## src/sv/mmn_pkg.sv

```systemverilog
// shared types and constants for the min/max normalizer
// no dependencies; used by mmn_div and min_max_normalizer
`timescale 1ns / 1ps

package mmn_pkg;

   localparam int SAMPLE_W = 32;              // signed q16.16 sample
   localparam int NORM_W   = 17;              // unsigned q1.16 result, 1.0 included
   localparam int WEIGHT_W = 17;              // unsigned q1.16 weight
   localparam int AXIS_W   = 3;
   localparam int ACOUNT_W = 4;
   localparam int RANGE_W  = SAMPLE_W + 1;    // max - min as unsigned
   localparam int PROD_W   = RANGE_W + WEIGHT_W;
   localparam int QUO_W    = WEIGHT_W;        // quotient never exceeds the weight
   localparam int DCNT_W   = $clog2(QUO_W + 1);
   localparam int CSR_W    = 17;

   localparam logic [NORM_W-1:0]   ONE_Q16    = 17'h10000;
   localparam logic [WEIGHT_W-1:0] WEIGHT_MAX = 17'h1FFFF;

   // configuration register indexes
   localparam logic CSR_WEIGHT_DECAY = 1'b0;
   localparam logic CSR_AXIS_COUNT   = 1'b1;

   typedef struct packed {
      logic               start;
      logic [PROD_W-1:0]  num;
      logic [RANGE_W-1:0] den;
   } div_req_type;

   typedef struct packed {
      logic              done;
      logic [QUO_W-1:0]  quot;
   } div_rsp_type;

endpackage

```

## src/sv/mmn_div.sv

```systemverilog
// restoring divider, one quotient bit per cycle
// depends on mmn_pkg; the quotient is known to fit in QUO_W bits
`timescale 1ns / 1ps

module mmn_div (
   input  logic                clock,
   input  logic                reset,
   input  mmn_pkg::div_req_type req,
   output mmn_pkg::div_rsp_type rsp
);

   logic [mmn_pkg::RANGE_W-1:0] rem_ff, rem_in;
   logic [mmn_pkg::QUO_W-1:0]   low_ff, low_in;
   logic [mmn_pkg::RANGE_W-1:0] den_ff, den_in;
   logic [mmn_pkg::DCNT_W-1:0]  cnt_ff, cnt_in;
   logic                        done_ff, done_in;
   logic [mmn_pkg::RANGE_W:0]   trial;
   logic                        qbit;

   // shift in next numerator bit, subtract when it fits
   assign trial = {rem_ff, low_ff[mmn_pkg::QUO_W-1]};
   assign qbit  = (trial >= {1'b0, den_ff});

   always_comb begin
      rem_in  = rem_ff;
      low_in  = low_ff;
      den_in  = den_ff;
      cnt_in  = cnt_ff;
      done_in = 1'b0;
      if (req.start) begin
         rem_in = req.num[mmn_pkg::PROD_W-1:mmn_pkg::QUO_W];
         low_in = req.num[mmn_pkg::QUO_W-1:0];
         den_in = req.den;
         cnt_in = mmn_pkg::DCNT_W'(mmn_pkg::QUO_W);
      end else if (cnt_ff != '0) begin
         if (qbit) begin
            rem_in = mmn_pkg::RANGE_W'(trial - {1'b0, den_ff});
         end else begin
            rem_in = trial[mmn_pkg::RANGE_W-1:0];
         end
         low_in  = {low_ff[mmn_pkg::QUO_W-2:0], qbit};
         cnt_in  = cnt_ff - 1'b1;
         done_in = (cnt_ff == mmn_pkg::DCNT_W'(1));
      end
   end

   always_ff @(posedge clock) begin
      if (reset) begin
         cnt_ff  <= '0;
         done_ff <= 1'b0;
      end else begin
         cnt_ff  <= cnt_in;
         done_ff <= done_in;
      end
   end

   always_ff @(posedge clock) begin
      rem_ff <= rem_in;
      low_ff <= low_in;
      den_ff <= den_in;
   end

   assign rsp.done = done_ff;
   assign rsp.quot = low_ff;

endmodule

```

## src/sv/min_max_normalizer.sv

```systemverilog
// min/max normalizer top level: sample store, running min/max, emission pass
// depends on mmn_pkg and mmn_div; an item is loaded whenever start is high and busy low
// the item marked last starts the emission pass: the range is taken once, then each
// stored item in turn goes through the steps of the one-bit-per-cycle divider path
// (read, multiply, launch, 17 divide steps, result); weight and axis update as the
// final result goes out, start is taken from the next cycle; sync reset, no stall
`timescale 1ns / 1ps

module min_max_normalizer #(
   parameter int MAX_SAMPLES = 64,
   parameter int MAX_AXES    = 8
) (
   input  logic                           clock,
   input  logic                           reset,
   // item input
   input  logic                           start,
   output logic                           busy,
   input  logic signed [mmn_pkg::SAMPLE_W-1:0] req_sample,
   input  logic                           req_last,
   // results
   output logic                           rsp_valid,
   output logic [mmn_pkg::NORM_W-1:0]     rsp_normalized,
   output logic [mmn_pkg::AXIS_W-1:0]     rsp_axis_number,
   output logic                           rsp_end_of_set,
   output logic                           rsp_overflow,
   // configuration
   input  logic                           csr_write_en,
   input  logic                           csr_index,
   input  logic [mmn_pkg::CSR_W-1:0]      csr_write_data
);

   localparam int ADDR_W = $clog2(MAX_SAMPLES);
   localparam int CNT_W  = $clog2(MAX_SAMPLES + 1);

   localparam logic [2:0] S_LOAD   = 3'd0;
   localparam logic [2:0] S_RANGE  = 3'd1;
   localparam logic [2:0] S_READ   = 3'd2;
   localparam logic [2:0] S_MUL    = 3'd3;
   localparam logic [2:0] S_LAUNCH = 3'd4;
   localparam logic [2:0] S_WAIT   = 3'd5;
   localparam logic [2:0] S_WRAP   = 3'd6;

   // sample store, one write port (load) and one registered read port (emit)
   logic [mmn_pkg::SAMPLE_W-1:0] store_mem [MAX_SAMPLES];
   logic [mmn_pkg::SAMPLE_W-1:0] rd_data_ff;

   logic [2:0]                          state_ff, state_in;
   logic [CNT_W-1:0]                    count_ff, count_in;
   logic [ADDR_W-1:0]                   idx_ff, idx_in;
   logic signed [mmn_pkg::SAMPLE_W-1:0] min_ff, min_in;
   logic signed [mmn_pkg::SAMPLE_W-1:0] max_ff, max_in;
   logic                                dropped_ff, dropped_in;
   logic [mmn_pkg::WEIGHT_W-1:0]        weight_ff, weight_in;
   logic [mmn_pkg::AXIS_W-1:0]          axis_ff, axis_in;
   logic [mmn_pkg::WEIGHT_W-1:0]        decay_ff;
   logic [mmn_pkg::ACOUNT_W-1:0]        acount_ff;
   logic [mmn_pkg::RANGE_W-1:0]         range_ff;
   logic [mmn_pkg::PROD_W-1:0]          prod_ff;

   // result register
   logic                                rvalid_ff, rvalid_in;
   logic [mmn_pkg::NORM_W-1:0]          rnorm_ff, rnorm_in;
   logic                                reos_ff, reos_in;

   logic                                accept;
   logic                                full;
   logic                                store_wr;
   logic                                last_idx;
   logic [mmn_pkg::RANGE_W-1:0]         diff;
   logic [mmn_pkg::PROD_W-1:0]          prod_full;
   logic [mmn_pkg::NORM_W-1:0]          quot_clamped;
   logic [2*mmn_pkg::WEIGHT_W-1:0]      wprod;
   logic [mmn_pkg::WEIGHT_W-1:0]        wnext;
   logic [mmn_pkg::ACOUNT_W-1:0]        limit;
   mmn_pkg::div_req_type                div_req;
   mmn_pkg::div_rsp_type                div_rsp;

   assign busy     = (state_ff != S_LOAD);
   assign accept   = start && !busy;
   assign full     = (count_ff == CNT_W'(MAX_SAMPLES));
   assign store_wr = accept && !full;
   assign last_idx = ((CNT_W'(idx_ff) + CNT_W'(1)) == count_ff);

   // offset from the minimum, never negative
   assign diff = mmn_pkg::RANGE_W'({rd_data_ff[mmn_pkg::SAMPLE_W-1], rd_data_ff}
                                   - {min_ff[mmn_pkg::SAMPLE_W-1], min_ff});
   assign prod_full = diff * weight_ff;

   assign div_req.start = (state_ff == S_LAUNCH);
   assign div_req.num   = prod_ff;
   assign div_req.den   = range_ff;

   mmn_div u_div (
      .clock (clock),
      .reset (reset),
      .req   (div_req),
      .rsp   (div_rsp)
   );

   // zero range gives zero, otherwise clamp at 1.0
   always_comb begin
      if (range_ff == '0) begin
         quot_clamped = '0;
      end else if (div_rsp.quot > mmn_pkg::ONE_Q16) begin
         quot_clamped = mmn_pkg::ONE_Q16;
      end else begin
         quot_clamped = div_rsp.quot;
      end
   end

   // next weight, floor(weight * decay / 1.0) saturated
   assign wprod = weight_ff * decay_ff;
   assign wnext = (wprod[2*mmn_pkg::WEIGHT_W-1:mmn_pkg::WEIGHT_W+16] != '0)
                  ? mmn_pkg::WEIGHT_MAX : wprod[mmn_pkg::WEIGHT_W+15:16];

   // effective axis count, zero acts as one, capped at MAX_AXES
   always_comb begin
      if (acount_ff == '0) begin
         limit = mmn_pkg::ACOUNT_W'(1);
      end else if (acount_ff > mmn_pkg::ACOUNT_W'(MAX_AXES)) begin
         limit = mmn_pkg::ACOUNT_W'(MAX_AXES);
      end else begin
         limit = acount_ff;
      end
   end

   always_comb begin
      state_in   = state_ff;
      count_in   = count_ff;
      idx_in     = idx_ff;
      min_in     = min_ff;
      max_in     = max_ff;
      dropped_in = dropped_ff;
      weight_in  = weight_ff;
      axis_in    = axis_ff;
      rvalid_in  = 1'b0;
      rnorm_in   = rnorm_ff;
      reos_in    = reos_ff;
      unique case (state_ff)
         S_LOAD: begin
            if (accept) begin
               if (full) begin
                  dropped_in = 1'b1;
               end else begin
                  count_in = count_ff + 1'b1;
                  if (req_sample < min_ff) min_in = req_sample;
                  if (req_sample > max_ff) max_in = req_sample;
               end
               if (req_last) begin
                  idx_in   = '0;
                  state_in = S_RANGE;
               end
            end
         end
         S_RANGE:  state_in = S_READ;
         S_READ:   state_in = S_MUL;
         S_MUL:    state_in = S_LAUNCH;
         S_LAUNCH: state_in = S_WAIT;
         S_WAIT: begin
            if (div_rsp.done) begin
               rvalid_in = 1'b1;
               rnorm_in  = quot_clamped;
               reos_in   = last_idx;
               if (last_idx) begin
                  state_in = S_WRAP;
               end else begin
                  idx_in   = idx_ff + 1'b1;
                  state_in = S_READ;
               end
            end
         end
         S_WRAP: begin
            // end of set: advance axis, decay or restore weight, clear the set
            if ((mmn_pkg::ACOUNT_W'(axis_ff) + 1'b1) >= limit) begin
               axis_in   = '0;
               weight_in = mmn_pkg::ONE_Q16;
            end else begin
               axis_in   = axis_ff + 1'b1;
               weight_in = wnext;
            end
            count_in   = '0;
            min_in     = {1'b0, {(mmn_pkg::SAMPLE_W-1){1'b1}}};
            max_in     = {1'b1, {(mmn_pkg::SAMPLE_W-1){1'b0}}};
            dropped_in = 1'b0;
            state_in   = S_LOAD;
         end
         default: state_in = S_LOAD;
      endcase
   end

   always_ff @(posedge clock) begin
      if (reset) begin
         state_ff   <= S_LOAD;
         count_ff   <= '0;
         idx_ff     <= '0;
         min_ff     <= {1'b0, {(mmn_pkg::SAMPLE_W-1){1'b1}}};
         max_ff     <= {1'b1, {(mmn_pkg::SAMPLE_W-1){1'b0}}};
         dropped_ff <= 1'b0;
         weight_ff  <= mmn_pkg::ONE_Q16;
         axis_ff    <= '0;
         rvalid_ff  <= 1'b0;
      end else begin
         state_ff   <= state_in;
         count_ff   <= count_in;
         idx_ff     <= idx_in;
         min_ff     <= min_in;
         max_ff     <= max_in;
         dropped_ff <= dropped_in;
         weight_ff  <= weight_in;
         axis_ff    <= axis_in;
         rvalid_ff  <= rvalid_in;
      end
   end

   // configuration registers, picked up at the next end of set
   always_ff @(posedge clock) begin
      if (reset) begin
         decay_ff  <= mmn_pkg::ONE_Q16;
         acount_ff <= mmn_pkg::ACOUNT_W'(1);
      end else if (csr_write_en) begin
         unique case (csr_index)
            mmn_pkg::CSR_WEIGHT_DECAY: decay_ff  <= csr_write_data[mmn_pkg::WEIGHT_W-1:0];
            mmn_pkg::CSR_AXIS_COUNT:   acount_ff <= csr_write_data[mmn_pkg::ACOUNT_W-1:0];
            default: ;
         endcase
      end
   end

   // payload registers
   always_ff @(posedge clock) begin
      rnorm_ff <= rnorm_in;
      reos_ff  <= reos_in;
      if (state_ff == S_RANGE) begin
         range_ff <= mmn_pkg::RANGE_W'({max_ff[mmn_pkg::SAMPLE_W-1], max_ff}
                                       - {min_ff[mmn_pkg::SAMPLE_W-1], min_ff});
      end
      if (state_ff == S_MUL) begin
         prod_ff <= prod_full;
      end
   end

   // store: written while loading, read during the emission pass
   always_ff @(posedge clock) begin
      if (store_wr) begin
         store_mem[count_ff[ADDR_W-1:0]] <= req_sample;
      end
   end

   always_ff @(posedge clock) begin
      if (state_ff == S_READ) begin
         rd_data_ff <= store_mem[idx_ff];
      end
   end

   assign rsp_valid       = rvalid_ff;
   assign rsp_normalized  = rnorm_ff;
   assign rsp_axis_number = axis_ff;
   assign rsp_end_of_set  = reos_ff;
   assign rsp_overflow    = dropped_ff;

   // results only come out during the emission pass
   a_rsp_while_busy: assert property (@(posedge clock) disable iff (reset)
      rsp_valid |-> busy)
      else $error("result outside emission pass");

   // final result of a set is followed by a return to loading
   a_eos_then_idle: assert property (@(posedge clock) disable iff (reset)
      (rsp_valid && rsp_end_of_set) |=> !busy)
      else $error("block not idle after end of set");

   // an accepted last item always starts the emission pass
   a_last_starts_pass: assert property (@(posedge clock) disable iff (reset)
      (start && !busy && req_last) |=> busy)
      else $error("last item did not start emission");

   // fill count never passes the store depth
   a_count_bound: assert property (@(posedge clock) disable iff (reset)
      count_ff <= CNT_W'(MAX_SAMPLES))
      else $error("sample count beyond store depth");

endmodule

```

## config.mk

```make
export PLATFORM = sky130hd
export DESIGN_NAME = min_max_normalizer
export DESIGN_NICKNAME = d
export VERILOG_FILES = /design/src/sv/mmn_pkg.sv /design/src/sv/mmn_div.sv /design/src/sv/min_max_normalizer.sv
export SDC_FILE = /design/constraint.sdc
export NUM_CORES = 2
export LEC_CHECK = 0
export BUFFER_PORTS_ARGS = -buffer_cell sky130_fd_sc_hd__buf_2
export CAP_MARGIN = 10
export CORE_MARGIN = 1.5
export CORE_UTILIZATION = 30
export CTS_CLUSTER_SIZE = 40
export DETAILED_ROUTE_END_ITERATION = 6
export SLEW_MARGIN = 20
export SYNTH_ARGS = -nofsm -noshare
export SYNTH_HDL_FRONTEND = slang
export SYNTH_SLANG_ARGS = --single-unit
```

## constraint.sdc

```tcl
create_clock -name clock -period 14.4 [get_ports clock]
set_input_delay 0 -clock clock [delete_from_list [all_inputs] [get_ports clock]]
set_output_delay 0 -clock clock [all_outputs]
set_load 0.1 [all_outputs]
```

* Word-level counts from Yosys, hierarchy flattened
Memories as Yosys holds them, arrays and structs flattened. A register that Yosys moved wholly into a read port is not among the register bits. Index checks and enable logic that the tools add are counted.
Cells by class: add/subtract/negate cells 9, multiply operators 2, divide/modulo/power cells 0, $lt $le $gt $ge 6, eq/ne operators 17, shifts and indexed selects 0, multiplexer cells 40, bitwise gates (word level) 3, reductions and logical operators 25
Operators by type and width (count):
- 32-bit two-way mux | 6
- 32-bit case mux with 2 select lines | 2
- 33-bit two-way mux | 3
- 17-bit two-way mux | 5
- 32-bit by 32-bit subtractor with 33-bit output | 2
- 33-bit by 17-bit multiplier with 50-bit output | 1
- 34-bit by 33-bit greater-or-equal comparator with 1-bit output | 1
- 17-bit by 17-bit multiplier with 34-bit output | 1
- 33-bit logical NOT | 1
- 33-bit subtractor | 1
- 32-bit > comparator | 1
- 32-bit < comparator | 1
- 6-bit two-way mux | 4
- 3-bit case mux with 6 select lines | 1
- 17-bit > comparator (second input constant) | 1
- 3-bit two-way mux | 5
- 7-bit two-way mux | 2
- 2-bit != test (second input constant) | 7
- 7-bit case mux with 2 select lines | 1
- 6-bit case mux with 2 select lines | 1
- 5-bit two-way mux | 2
- 3-bit == test (second input constant) | 3
- 3-bit AND reduction | 3
- 4-bit two-way mux | 2
- other kinds (29) | 45
Word-level totals: register bits after elaboration 313, latch bits 0, RAM bits 2048, ROM bits 0, output and inout bits 24, memories 1
Memories:
- store_mem | depth 64, width 32, rd ports 1, clocked after Yosys merged registers in 1, wr ports 1, line min_max_normalizer.sv:44 | logic [mmn_pkg::SAMPLE_W-1:0] store_mem [MAX_SAMPLES];

* Depth between registers and ports, before layout
word-level depth 6, mapped depth 36, mapped depth without buffers 33

* Modules after synthesis
A second synthesis with hierarchy kept.
Unflattened totals: cells, all modules 8097, area, all modules 124075.2 um2
By module, submodules not included:
- min_max_normalizer | instances 1, cells an instance 7548, area an instance 118463.6 um2, seq. area each 67955.2 um2
- mmn_div | instances 1, cells an instance 549, area an instance 5611.6 um2, seq. area each 2612.5 um2

* Least setup slack after synthesis
No wires, ideal clock.
path type register -> register, start point register min_ff[1] in the netlist's numbering, end point register prod_ff[49] in the netlist's numbering (data pin), setup time 0.265 ns, arrival time 8.090 ns, required time 14.135 ns, slack 6.044 ns, cell stages (with the launch flop) 33, period minus slack after synthesis 8.356 ns, cell sequence dfxtp_1 inv_1 ha_1 nor2b_1 o31a_1 o41a_1 a21boi_1 o21ai_0 a221o_1 a21oi_1 xnor2_1 clkbuf_1 nand2_1 fa_1 inv_1 fa_1 inv_1 fa_1 inv_1 fa_1 fa_1 fa_1 ha_1 clkbuf_1 nand4_1 nor2_1 o2bb2ai_1 a21o_1 a21oi_1 o31a_1 o41ai_1 a221oi_1 xnor2_1
On the way: longest elaborated chain between the ends 2
Ends and longest elaborated chain:
- from (decl) | line min_max_normalizer.sv:50 | logic signed [mmn_pkg::SAMPLE_W-1:0] min_ff, min_in;
- from (signal assigned) | line min_max_normalizer.sv:196 | min_ff <= {1'b0, {(mmn_pkg::SAMPLE_W-1){1'b1}}};
- from (signal assigned) | line min_max_normalizer.sv:206 | min_ff <= min_in;
- 32-bit by 32-bit subtractor with 33-bit output | line min_max_normalizer.sv:86 | - {min_ff[mmn_pkg::SAMPLE_W-1], min_ff});
- 33-bit by 17-bit multiplier with 50-bit output | line min_max_normalizer.sv:87 | assign prod_full = diff * weight_ff;
- named net prod_full, one bit | line min_max_normalizer.sv:70 | logic [mmn_pkg::PROD_W-1:0] prod_full;
- to (signal assigned) | line min_max_normalizer.sv:238 | prod_ff <= prod_full;
- to (decl) | line min_max_normalizer.sv:58 | logic [mmn_pkg::PROD_W-1:0] prod_ff;
The timed path passes the listed nets, and every way through them passes these cells. A chain may end at the register's enable or synchronous reset.

* Worst setup path in the final report
start point register min_ff[1] in the netlist's numbering, end point register prod_ff[46] in the netlist's numbering (data pin)
The elaborated chain is that of the path after synthesis.

==> flow_summary.toml <==
[run_status]
outcome = "completed"

[global_routing]
grtUsageMet2 = 0.267
grt.total_usage = 0.156
met1_usage = 0.205
grt_pass1_wl_um = 486000
grt.met3_usage = 0.0261
grt-ovfl-total = 0
grt_max_degree = 117
top_usage_layer = "met2"
antenna_found_initial = 21
grt_pass1_vias = 73800

[placement]
gp_congestion = 0.882
io_buffers = 78
place_area_um2 = 131000
place_hpwl_um = 202000

[detailed_routing]
num_vias = 69900
avgRoutedWirePerCell_um = 23.6
drt_wl_total_um = 329000
drc = 0
drtPass1Iterations = 7
vias_per_cell = 5.01
dr.first_iter.drc_count = 6975
antenna_left = 0

[final_layout]
syn2layout_area_growth_pct = 13.5
fin_area_um2 = 140000
final_common_cell = "edfxtp_1"
final_nets = 9451
drive_above_1_share = 0.166
layout_common_cells = "edfxtp_1, inv_1, nand2_1"
fill_cells = 39100

[timing]
slew_headroom = 0.293
whs_ns = 0.0459
max_freq_mhz = 107
min_period_over_period = 0.647
hold_viol = 0
finalWorstPathRequiredPeriod_ns = 9.32
drv_slew = 0
setup_viol_count_final = 0
rsz0062_at_grt = "false"
fin_tns_setup_ns = 0
fin_skew_ns = 0.0969
worst_pin_slew_ns = 1.06

[setup_path]
crit_type = "flip-flop to flip-flop"
cp.arrival_ns = 9.89
worstPathMaxFanout = 17
cp.required_ns = 14.98
endpoint_kind = "flip-flop"
crit_top_cell = "fa_1"
cp_slowest_cell = "fa_1"
start_kind = "flip-flop"
critPathMaxStageDelay_ns = 0.57

[power_and_ir_drop]
p_int_mw = 12.3
power_mw = 16.7
switching_share = 0.264
p_per_area_nw_per_um2 = 119
p_leak_nw = 49.1
p_comb_frac = 0.144
power.switching_mw = 4.41
power_frac_clock = 0.377
seq_power_share = 0.479
ir_drop_mv = 0.120

[cts]
clock_path_buffers = 4
cts.clk_slew.worst_paths_ns = 0.09
cts_tree = "done"
clock_sinks = 2393
cts-root-buf = "clkbuf_16"
numCtsBuffers = 242
clk-insertion-delay-late_ns = 0.92
cts_htree_levels = 4

[floorplanning]
dieWidth_um = 645
die_y_um = 645
io_pins = 79
initial_utilization = 0.302
rows = 235
die-area_um2 = 416000
core_um2 = 410000

[logic_synthesis]
synth_cells = 8092
netlist.area_leader.share = 0.550
yosys.area.top_type = "edfxtp_1"
synth-seq-cells = 2393
synth_fp_nets = 9237
avgSynthCellArea_um2 = 15.3
synth-edff-count = 2264
synth_cell_types = 82
syn-cell-area_um2 = 124000
async_flop_share = 0
yosysWarnings = 0
yosysSeqAreaShare = 0.571
ys.flop_type = "edfxtp_1"
synthTopCellsByArea = "edfxtp_1, mux4_2, fa_1"

[run]
cap_violations = 0

[hold_path]
hold_path_class = "input port to flip-flop"
## layout make-up
type                    instances  area (µm²)  area share
inverters                     903        3390      0.0241
multi-input cells            4386       48700       0.347
flip-flops and latches       2393       70600       0.503
clock inverters               138        1460      0.0104
well taps                    5451        6820      0.0486
clock buffers                 296        6370      0.0454
repair buffers                380        2960      0.0211
diodes                          5        12.5   0.0000891
## worst max-delay path, delay by kind of cell, from the launching register on
family	cells	cell delay (ns)
flip-flops	1	0.40
XOR/XNOR	2	0.26
AND/OR/NAND/NOR	3	0.51
buffers and inverters	5	0.57
AO/OA/AOI/OAI	13	3.57
adder cells (fa/ha/maj)	8	3.68
## layer usage
layer | routed length (µm) | vias to the layer above | part of all wire
li1 | - | 29800 | -
met1 | 136000 | 37200 | 0.41
met2 | 163000 | 2409 | 0.49
met3 | 22200 | 508 | 0.067
met4 | 8530 | 8 | 0.026
met5 | 61 | - | 0.00019
## repair_timing
| action | in CTS | in global routing |
|---|---|---|
| endpoints found under the setup margin | 0 | 0 |
| resized for setup | 0 | 0 |
| hold endpoints to repair | 1887 | 0 |
| buffers inserted | 0 | 0 |
| hold buffers | 109 | 0 |
## cells in the mapped netlist, types with 51 or more instances
library cell  count
nor2b_1          54
o211ai_1         54
xnor2_1         118
ha_1            401
inv_1           902
o21ai_0         129
mux4_2          654
fa_1            689
edfxtp_1       2264
nor2_1          258
mux2i_1          56
nand3_1          51
dfxtp_1         129
clkbuf_1        325
a21o_1           90
and2_1          270
a21oi_1         207
nand2_1         861
buf_1            62
## per-stage QoR
step,cells,worst slack [ns],utilization
global placement,13400,5.30,0.321
CTS,13900,5.17,0.342
floorplan,8092,6.04,-
finish,14000,5.08,0.342
detailed placement,13400,5.25,0.321
global route,13900,4.74,0.342
## flip-flops by register name, summed over array words and instances (netlist names), 32 cells and up
signal / flops
max_ff: 32
min_ff: 32
prod_ff: 50
range_ff: 33
rd_data_ff: 32
store_mem: 2048
u_div.den_ff: 33
u_div.rem_ff: 33
## power by group through the flow
| stage | clock (mW) | combinational (mW) | sequential, mW |
|---|---|---|---|
| after floorplan | 0 | 1.52 | 8.11 |
| after global placement | 0 | 2.30 | 8.16 |
| after detailed placement | 0 | 2.36 | 8.17 |
| after CTS | 6.43 | 2.40 | 8.02 |
| after global routing | 6.68 | 2.63 | 8.04 |
| final | 6.31 | 2.41 | 8.03 |
## logic make-up after synthesis
family,Yosys count,share of synthesized area
AO/OA/AOI/OAI,710,0.0374
multiplexers,732,0.126
flip-flops,2393,0.571
AND/OR/NAND/NOR,1691,0.0625
buffers and inverters,1313,0.0402
adder cells (fa/ha/maj),1090,0.152
XOR/XNOR,163,0.0115
## path summary, 6_finish.rpt
| kind | startpoint | end | slack (ns) | cells after the start |
|---|---|---|---|---|
| max | min_ff[1]$_SDFFE_PP1P_ | prod_ff[46]$_DFFE_PN_ | 5.08 | 31 |
| min | start | rsp_overflow$_SDFFE_PP0P_ | 0.05 | 4 |
| min reg2reg | range_ff[18]$_DFFE_PP_ | u_div.den_ff[18]$_DFFE_PP_ | 0.43 | 0 |
| max reg2reg | min_ff[1]$_SDFFE_PP1P_ | prod_ff[46]$_DFFE_PN_ | 5.08 | 31 |
Power figures use the tool's default switching activity.
